--- config.mk ---
export PLATFORM = sky130hd
export DESIGN_NAME = floor_sum_unit
export DESIGN_NICKNAME = d
export VERILOG_FILES = /design/src/hw/rtl/fsu_pkg.sv /design/src/hw/rtl/fsu_div.sv /design/src/hw/rtl/fsu_mul.sv /design/src/hw/rtl/floor_sum_unit.sv
export SDC_FILE = /design/constraint.sdc
export NUM_CORES = 2
export LEC_CHECK = 0
export BUFFER_PORTS_ARGS = -buffer_cell sky130_fd_sc_hd__buf_2
export CAP_MARGIN = 0
export CORE_MARGIN = 8
export CORE_UTILIZATION = 55
export DETAILED_ROUTE_END_ITERATION = 7
export GPL_ROUTABILITY_DRIVEN = 0
export PLACE_DENSITY = 0.79
export REMOVE_ABC_BUFFERS = 1
export SLEW_MARGIN = 20
export SYNTH_ARGS = -nofsm -noshare
export SYNTH_HDL_FRONTEND = slang
export SYNTH_SLANG_ARGS = --single-unit
--- constraint.sdc ---
create_clock -name clk_i -period 16.1 [get_ports clk_i]
set_input_delay 2.415 -clock clk_i [delete_from_list [all_inputs] [get_ports clk_i]]
set_output_delay 2.415 -clock clk_i [all_outputs]
set_load 0.02 [all_outputs]
--- src/hw/rtl/fsu_pkg.sv ---
// ----------------------------------------------------------------------------
// fsu_pkg
// Shared widths and types of the floor sum unit: operand, product, dividend
// and accumulator sizes, and the request bundle of the iterative divider.
// ----------------------------------------------------------------------------
package fsu_pkg;

  // Width of slope, divisor and count; the offset carries one more bit.
  localparam int unsigned OPERAND_WIDTH = 20;
  localparam int unsigned OW = OPERAND_WIDTH;

  // Result width of the sum.
  localparam int unsigned ACC_W = 64;

  // Multiplier operands are one bit wider than the operands.
  localparam int unsigned MUL_W  = OW + 1;
  localparam int unsigned PROD_W = 2 * MUL_W;

  // Long dividend: a product of two operands plus an operand.
  localparam int unsigned DVD_W = 2 * OW + 1;
  localparam int unsigned CNT_W = $clog2(DVD_W + 1);

  // Triangular number n*(n-1)/2 needs one bit less than the square.
  localparam int unsigned TRI_W = 2 * OW - 1;

  // Scratch width large enough for a shifted product and the accumulator.
  localparam int unsigned WIDE_W = (PROD_W + OW > ACC_W) ? (PROD_W + OW) : ACC_W;

  // Request bundle from the sequencer to the divider.
  typedef struct packed {
    logic start;
    logic long_op;
  } div_req_t;

endpackage

--- src/hw/rtl/fsu_div.sv ---
// ----------------------------------------------------------------------------
// fsu_div
// Iterative restoring divider, one quotient bit per cycle. A short request
// divides an operand of OW+1 bits; a long request divides a full DVD_W-bit
// dividend. done_o pulses when the result holds.
// ----------------------------------------------------------------------------
module fsu_div (
  input  logic                        clk_i,
  input  logic                        rst_ni,
  input  fsu_pkg::div_req_t           req_i,
  input  logic [fsu_pkg::DVD_W-1:0]   dividend_i,
  input  logic [fsu_pkg::OW-1:0]      divisor_i,
  output logic                        done_o,
  output logic [fsu_pkg::DVD_W-1:0]   quot_o,
  output logic [fsu_pkg::OW-1:0]      rem_o
);
  import fsu_pkg::*;

  logic [DVD_W-1:0] dvd_q;
  logic [DVD_W-1:0] quo_q;
  logic [OW:0]      rem_q;
  logic [OW-1:0]    den_q;
  logic [CNT_W-1:0] cnt_q;
  logic             busy_q;
  logic             done_q;

  logic [OW:0]      rem_sh;
  logic [OW:0]      rem_diff;
  logic             fits;

  // One restoring step: bring in the next dividend bit and try a subtraction.
  always_comb begin
    rem_sh   = {rem_q[OW-1:0], dvd_q[DVD_W-1]};
    fits     = (rem_sh >= {1'b0, den_q});
    rem_diff = rem_sh - {1'b0, den_q};
  end

  // Control and working registers.
  always_ff @(posedge clk_i or negedge rst_ni) begin
    if (!rst_ni) begin
      busy_q <= 1'b0;
      done_q <= 1'b0;
      cnt_q  <= '0;
    end else begin
      done_q <= 1'b0;
      if (req_i.start) begin
        busy_q <= 1'b1;
        cnt_q  <= req_i.long_op ? CNT_W'(DVD_W) : CNT_W'(OW + 1);
      end else if (busy_q) begin
        cnt_q <= cnt_q - CNT_W'(1);
        if (cnt_q == CNT_W'(1)) begin
          busy_q <= 1'b0;
          done_q <= 1'b1;
        end
      end
    end
  end

  // Datapath registers carry no reset.
  always_ff @(posedge clk_i) begin
    if (req_i.start) begin
      // A short operand is moved to the top so that only its bits are scanned.
      dvd_q <= req_i.long_op ? dividend_i
                             : {dividend_i[OW:0], {(DVD_W - OW - 1){1'b0}}};
      quo_q <= '0;
      rem_q <= '0;
      den_q <= divisor_i;
    end else if (busy_q) begin
      dvd_q <= {dvd_q[DVD_W-2:0], 1'b0};
      quo_q <= {quo_q[DVD_W-2:0], fits};
      rem_q <= fits ? rem_diff : rem_sh;
    end
  end

  assign done_o = done_q;
  assign quot_o = quo_q;
  assign rem_o  = rem_q[OW-1:0];

endmodule

--- src/hw/rtl/fsu_mul.sv ---
// ----------------------------------------------------------------------------
// fsu_mul
// Shared unsigned multiplier with a registered product.
// ----------------------------------------------------------------------------
module fsu_mul (
  input  logic                        clk_i,
  input  logic [fsu_pkg::MUL_W-1:0]   x_i,
  input  logic [fsu_pkg::MUL_W-1:0]   y_i,
  output logic [fsu_pkg::PROD_W-1:0]  prod_o
);
  import fsu_pkg::*;

  logic [PROD_W-1:0] prod_q;

  // Full-width product, registered before any further use.
  always_ff @(posedge clk_i) begin
    prod_q <= PROD_W'(x_i) * PROD_W'(y_i);
  end

  assign prod_o = prod_q;

endmodule

--- src/hw/rtl/floor_sum_unit.sv ---
// ----------------------------------------------------------------------------
// floor_sum_unit
// Sum of floor((slope*i + offset) / divisor) over i = 0 .. count-1, by the
// Euclid-like reduction on a shared divider and a shared multiplier.
// ----------------------------------------------------------------------------
// Usage:
//   A request beat (slope_i, offset_i, divisor_i, count_i) is taken when
//   in_valid_i is high and in_stall_o is low. The unit then works on that one
//   request and holds in_stall_o high until the sum is placed in the output
//   register. The result beat total_o is delivered when out_valid_o is high
//   and out_stall_i is low; a new request may be taken while it waits.
//   Each reduction level runs two short divisions of OW+1 bits, one long
//   division of 2*OW+1 bits and further issue, multiply and accumulate
//   steps. The number of levels follows the Euclidean chain of slope and
//   divisor, at most about thirty at 20 bits.
//   A zero count or a zero divisor gives a total of zero.
//   Reset clears the sequencer and the output valid flag; no other state is
//   kept between requests. While the receiver stalls, a finished sum waits
//   in the sequencer until the output register is free.
// ----------------------------------------------------------------------------
module floor_sum_unit (
  input  logic                              clk_i,
  input  logic                              rst_ni,
  input  logic                              in_valid_i,
  output logic                              in_stall_o,
  input  logic        [fsu_pkg::OW-1:0]     slope_i,
  input  logic signed [fsu_pkg::OW:0]       offset_i,
  input  logic        [fsu_pkg::OW-1:0]     divisor_i,
  input  logic        [fsu_pkg::OW-1:0]     count_i,
  output logic                              out_valid_o,
  input  logic                              out_stall_i,
  output logic signed [fsu_pkg::ACC_W-1:0]  total_o
);
  import fsu_pkg::*;

  typedef enum logic [4:0] {
    S_IDLE, S_DIVA, S_WDIVA, S_TRI, S_TRIR, S_TLO, S_TLOR, S_THI, S_THIR,
    S_DIVB, S_WDIVB, S_NB, S_NBR, S_TOPM, S_TOPD, S_WTOP, S_TN, S_TNR,
    S_SWAP, S_DONE
  } state_e;

  state_e            state_q;
  logic [OW-1:0]     a_q;
  logic [OW:0]       b_q;
  logic [OW-1:0]     m_q;
  logic [OW-1:0]     n_q;
  logic [OW-1:0]     q_q;
  logic [TRI_W-1:0]  tri_q;
  logic [OW:0]       qb_q;
  logic              bneg_q;
  logic [OW-1:0]     top_q;
  logic              neg_q;
  logic [ACC_W-1:0]  acc_q;
  logic [ACC_W-1:0]  acc_d;
  logic [ACC_W-1:0]  out_q;
  logic              out_valid_q;

  div_req_t          div_req;
  logic [DVD_W-1:0]  div_dvd;
  logic              div_done;
  logic [DVD_W-1:0]  div_quot;
  logic [OW-1:0]     div_rem;

  logic [MUL_W-1:0]  mul_x;
  logic [MUL_W-1:0]  mul_y;
  logic [PROD_W-1:0] prod;

  logic [OW:0]       b_mag;
  logic [ACC_W-1:0]  addend;
  logic              sub;
  logic [WIDE_W-1:0] wide;
  logic              in_beat;

  assign in_stall_o = (state_q != S_IDLE);
  assign in_beat    = in_valid_i && !in_stall_o;

  // Magnitude of the offset; only the first level can see a negative one.
  assign b_mag = b_q[OW] ? (~b_q + (OW+1)'(1)) : b_q;

  // Divider requests and dividend selection.
  always_comb begin
    div_req = '0;
    div_dvd = '0;
    unique case (state_q)
      S_DIVA: begin
        div_req.start = 1'b1;
        div_dvd       = DVD_W'(a_q);
      end
      S_DIVB: begin
        div_req.start = 1'b1;
        div_dvd       = DVD_W'(b_mag);
      end
      S_TOPD: begin
        div_req.start   = 1'b1;
        div_req.long_op = 1'b1;
        div_dvd         = DVD_W'(prod) + DVD_W'(b_q[OW-1:0]);
      end
      default: begin
      end
    endcase
  end

  // Multiplier operand selection.
  always_comb begin
    mul_x = '0;
    mul_y = '0;
    unique case (state_q)
      S_TRI: begin
        mul_x = MUL_W'(n_q);
        mul_y = MUL_W'(n_q - OW'(1));
      end
      S_TLO: begin
        mul_x = MUL_W'(tri_q[OW-1:0]);
        mul_y = MUL_W'(q_q);
      end
      S_THI: begin
        mul_x = MUL_W'(tri_q[TRI_W-1:OW]);
        mul_y = MUL_W'(q_q);
      end
      S_NB: begin
        mul_x = MUL_W'(n_q);
        mul_y = qb_q;
      end
      S_TOPM: begin
        mul_x = MUL_W'(a_q);
        mul_y = MUL_W'(n_q - OW'(1));
      end
      S_TN: begin
        mul_x = MUL_W'(top_q);
        mul_y = MUL_W'(n_q);
      end
      default: begin
      end
    endcase
  end

  // Accumulator: one add or subtract per cycle, sign from parity and offset.
  always_comb begin
    wide = WIDE_W'(prod);
    sub  = neg_q;
    unique case (state_q)
      S_THIR: wide = WIDE_W'(prod) << OW;
      S_NBR:  sub  = neg_q ^ bneg_q;
      S_SWAP: begin
        wide = WIDE_W'(top_q);
        sub  = !neg_q;
      end
      default: begin
      end
    endcase
    addend = wide[ACC_W-1:0];
    acc_d  = sub ? (acc_q - addend) : (acc_q + addend);
  end

  fsu_div u_div (
    .clk_i      (clk_i),
    .rst_ni     (rst_ni),
    .req_i      (div_req),
    .dividend_i (div_dvd),
    .divisor_i  (m_q),
    .done_o     (div_done),
    .quot_o     (div_quot),
    .rem_o      (div_rem)
  );

  fsu_mul u_mul (
    .clk_i  (clk_i),
    .x_i    (mul_x),
    .y_i    (mul_y),
    .prod_o (prod)
  );

  // Sequencer with its datapath and output registers.
  always_ff @(posedge clk_i or negedge rst_ni) begin
    if (!rst_ni) begin
      state_q     <= S_IDLE;
      out_valid_q <= 1'b0;
      neg_q       <= 1'b0;
    end else begin
      // A taken result beat frees the output register unless a new sum
      // is loaded into it in the same cycle.
      if (out_valid_q && !out_stall_i && (state_q != S_DONE)) begin
        out_valid_q <= 1'b0;
      end
      unique case (state_q)
        S_IDLE: begin
          if (in_beat) begin
            a_q   <= slope_i;
            b_q   <= offset_i;
            m_q   <= divisor_i;
            n_q   <= count_i;
            acc_q <= '0;
            neg_q <= 1'b0;
            if ((divisor_i == '0) || (count_i == '0)) begin
              state_q <= S_DONE;
            end else begin
              state_q <= S_DIVA;
            end
          end
        end
        S_DIVA: state_q <= S_WDIVA;
        S_WDIVA: begin
          if (div_done) begin
            q_q     <= div_quot[OW-1:0];
            a_q     <= div_rem;
            state_q <= S_TRI;
          end
        end
        S_TRI: state_q <= S_TRIR;
        S_TRIR: begin
          tri_q   <= prod[TRI_W:1];
          state_q <= S_TLO;
        end
        S_TLO: state_q <= S_TLOR;
        S_TLOR: begin
          acc_q   <= acc_d;
          state_q <= S_THI;
        end
        S_THI: state_q <= S_THIR;
        S_THIR: begin
          acc_q   <= acc_d;
          state_q <= S_DIVB;
        end
        S_DIVB: state_q <= S_WDIVB;
        S_WDIVB: begin
          if (div_done) begin
            // Floor division: a negative offset with a remainder rounds down.
            bneg_q <= b_q[OW];
            if (b_q[OW] && (div_rem != '0)) begin
              qb_q <= div_quot[OW:0] + (OW+1)'(1);
              b_q  <= {1'b0, m_q - div_rem};
            end else if (b_q[OW]) begin
              qb_q <= div_quot[OW:0];
              b_q  <= '0;
            end else begin
              qb_q <= div_quot[OW:0];
              b_q  <= {1'b0, div_rem};
            end
            state_q <= S_NB;
          end
        end
        S_NB: state_q <= S_NBR;
        S_NBR: begin
          acc_q <= acc_d;
          if (a_q == '0) begin
            state_q <= S_DONE;
          end else begin
            state_q <= S_TOPM;
          end
        end
        S_TOPM: state_q <= S_TOPD;
        S_TOPD: state_q <= S_WTOP;
        S_WTOP: begin
          if (div_done) begin
            top_q   <= div_quot[OW-1:0];
            state_q <= S_TN;
          end
        end
        S_TN: state_q <= S_TNR;
        S_TNR: begin
          acc_q <= acc_d;
          if (top_q == '0) begin
            state_q <= S_DONE;
          end else begin
            state_q <= S_SWAP;
          end
        end
        S_SWAP: begin
          // Swap the roles of slope and divisor for the next level.
          acc_q   <= acc_d;
          neg_q   <= !neg_q;
          a_q     <= m_q;
          b_q     <= {1'b0, m_q - OW'(1) - b_q[OW-1:0]};
          m_q     <= a_q;
          n_q     <= top_q;
          state_q <= S_DIVA;
        end
        S_DONE: begin
          if (!out_valid_q || !out_stall_i) begin
            out_q       <= acc_q;
            out_valid_q <= 1'b1;
            state_q     <= S_IDLE;
          end
        end
        default: state_q <= S_IDLE;
      endcase
    end
  end

  assign out_valid_o = out_valid_q;
  assign total_o     = out_q;

endmodule

==> impl_metrics.ini <==
[status]
status = complete, but fails checks
violations = design-rule violations

[global_route]
grt_pass1_vias = 35890
grt_pass1_wl_mm = 206.5
antenna_found_initial = 4
grt_util_all_layers = 0.3042
grt_max_degree = 68
grt_overflow = 0

[drt]
num_vias = 36630
wl_per_cell_um = 23.08
wirelength_mm = 134.4
drt_iter0_drc = 4810
dr.pass1.iters = 8
viasPerCell = 6.292
drc_errors = 3
antenna_left = 0

[synth]
yosysWarningCount = 0
synthTopCellsByArea = edfxtp_1, fa_1, ha_1
ys_types = 93
synthArstFlopShare = 0.03205
synth_top_area_cell = edfxtp_1
avgSynthCellArea_um2 = 9.146
netlist_area_mm2 = 0.04286
yosysMostFrequentCell = nand2_1
synth_edf_count = 371
ys_top_cells_by_count = nand2_1, inv_1, nor2_1
seq_area_frac_synth = 0.3070
synth_seq_cells = 468
synth_top_cell_area_share = 0.2599
synth_flop_cell = edfxtp_1
synthCells = 4686

[critical_path]
arrival_ns = 10.85
cpPeakStageDelay_ns = 0.74
path_buf_inv = 8
timing.rr.start = state_q[2]
rr_endpoint = u_mul.prod_o[40]
path_common_cell = fa_1
worstPathMaxFanout = 32
required_ns = 16.60
crit_type = flip-flop to flip-flop
cpLargestDelayFamily = adder cells
rrSetupSlack_ns = 5.75
start_kind = flip-flop
crit_slowest_cell = dfrtp_1
r2r_cells = 33
endpoint_kind = flip-flop

[pwr]
clkPwrFrac = 0.476
power.switching_mw = 0.5502
max-vdd-ir-drop_mv = 0.08292
leakage_nw = 20.44
cellPowerDensity_mw_per_mm2 = 54.20
p_comb_frac = 0.011
power_frac_seq = 0.512
p_int_mw = 1.968
swShare = 0.2185

[finish]
instances_no_fill = 5821
areaGrowthSynthToFinish_pct = 8.382
drive_above_1_share = 0.07683
num-nets-final = 5460

[die]
fp.dieW_um = 295.2
rows = 102
num_io_pins = 151
core_area_mm2 = 0.07734
start_util = 0.5542
chipHeight_um = 295.2
dieArea_mm2 = 0.08711

[sta]
fin_crit_ns = 10.35
tightest_slew_ns = 1.115
hold_viol = 0
max_freq_mhz = 96.61
drv_slew = 0
period_share = 0.6429
max_slew_margin = 0.2565
worst_clock_skew_ns = 0.04300
setup_viol = 0
rsz0062_at_grt = false
fin_setup_tns_ns = 0
timing.hold.ws_ns = 0.4615

[placed_design]
numPortBuffers = 150
dp.cells = 5721
place_hpwl_mm = 100.1

[clock_network]
clk_latency_ns = 0.65
clock-sinks = 468
htreeDepth = 2
post_cts_buffers = 0
cts_hold_buf = 0
post_cts_resized = 0
root_buffer = clkbuf_16
cts_max_path_buffers = 3
cts_tree = yes
numCtsBuffers = 51
cts.reportedPaths.clkPinSlew_ns = 0.06

[worst_hold_path]
hold_path.class = flip-flop to flip-flop
worstHoldPathCells = 0
hold_end = total_o[34]
hold_path_startpoint = acc_q[34]

[run]
cap_violations = 0
cell usage in the layout, fill, tap and decap left out, drive strengths merged, types with 83 or more instances in the layout:
| master | Yosys | layout |
|---|---|---|
| nor2 | 455 | 455 |
| o21ai | 235 | 235 |
| xor2 | 115 | 115 |
| a21o | 101 | 101 |
| fa | 343 | 343 |
| inv | 526 | 532 |
| nor3 | 85 | 85 |
| ha | 298 | 298 |
| a21oi | 218 | 218 |
| xnor2 | 160 | 160 |
| nand2 | 613 | 613 |
| nand3 | 83 | 83 |
| edfxtp | 371 | 371 |
| buf | 27 | 222 |
worst max path at each step:
stage                     from          endpoint  slack, ns  cells past startpoint
finish              state_q[2]  u_mul.prod_o[40]       5.75                     33
global route        state_q[2]  u_mul.prod_o[40]       5.02                     33
CTS                 state_q[2]  u_mul.prod_o[40]       5.93                     33
detailed placement  state_q[2]  u_mul.prod_o[40]       5.98                     33
global placement    state_q[2]  u_mul.prod_o[40]       6.19                     33
floorplan           state_q[4]  u_mul.prod_o[40]       4.76                     27
power by group through the flow:
stage	registers (mW)	clock network (mW)	logic, mW
3_5_place_dp	1.32	0	0.0278
2_1_floorplan	1.32	0	0.00973
5_1_grt	1.29	1.24	0.0308
6_report	1.29	1.20	0.0287
3_3_place_gp	1.32	0	0.0274
4_1_cts	1.29	1.20	0.0280
logic make-up after synthesis:
kind of cell    count (synthesis)  share of synthesized area
xor+xnor                      275                    0.05620
flops                         468                     0.3070
mux                            48                    0.01130
fa+ha+maj                     641                     0.2472
buf+inv                       754                    0.06659
simple gates                 1526                     0.1593
compound gates                974                     0.1524
through the flow:
stage	cell area, µm²	util	setup slack (ns)	power [mW]
2_1_floorplan	41980	-	4.760	1.325
3_3_place_gp	44750	0.5786	6.192	1.343
3_5_place_dp	44760	0.5787	5.981	1.344
4_1_cts	46440	0.6004	5.925	2.520
5_1_grt	46440	0.6005	5.023	2.564
6_report	46450	0.6006	5.749	2.518
final cells by class:
class                           instances  area, µm²
Sequential cell                       468      13160
Clock buffer                           66       1343
Clock inverter                         30      337.8
Multi-Input combinational cell       3464      27030
Antenna cell                            4      10.01
Inverter                              527       1978
Timing Repair Buffer                  222       1289
Fill cell                            6546      30890
Tap cell                             1040       1301
state kept, by name (all words and copies together), names as in the netlist, 5 cells and up:
name	flops
a_q	20
acc_q	64
b_q	21
m_q	20
n_q	20
q_q	20
qb_q	21
state_q	5
top_q	20
total_o	64
tri_q	39
u_div.cnt_q	6
u_div.den_q	20
u_div.dvd_q	41
u_div.quot_o	21
u_div.rem_q	20
u_mul.prod_o	41
metal layers:
layer / track usage / up-vias / share of wire
li1: - / 16270 / -
met3: 0.1024 / 599 / 0.15
met4: 0.1477 / 4 / 0.062
met2: 0.4639 / 2527 / 0.43
met5: 0 / - / 0.00020
met1: 0.3885 / 17220 / 0.36
Power figures use the tool's default switching activity.
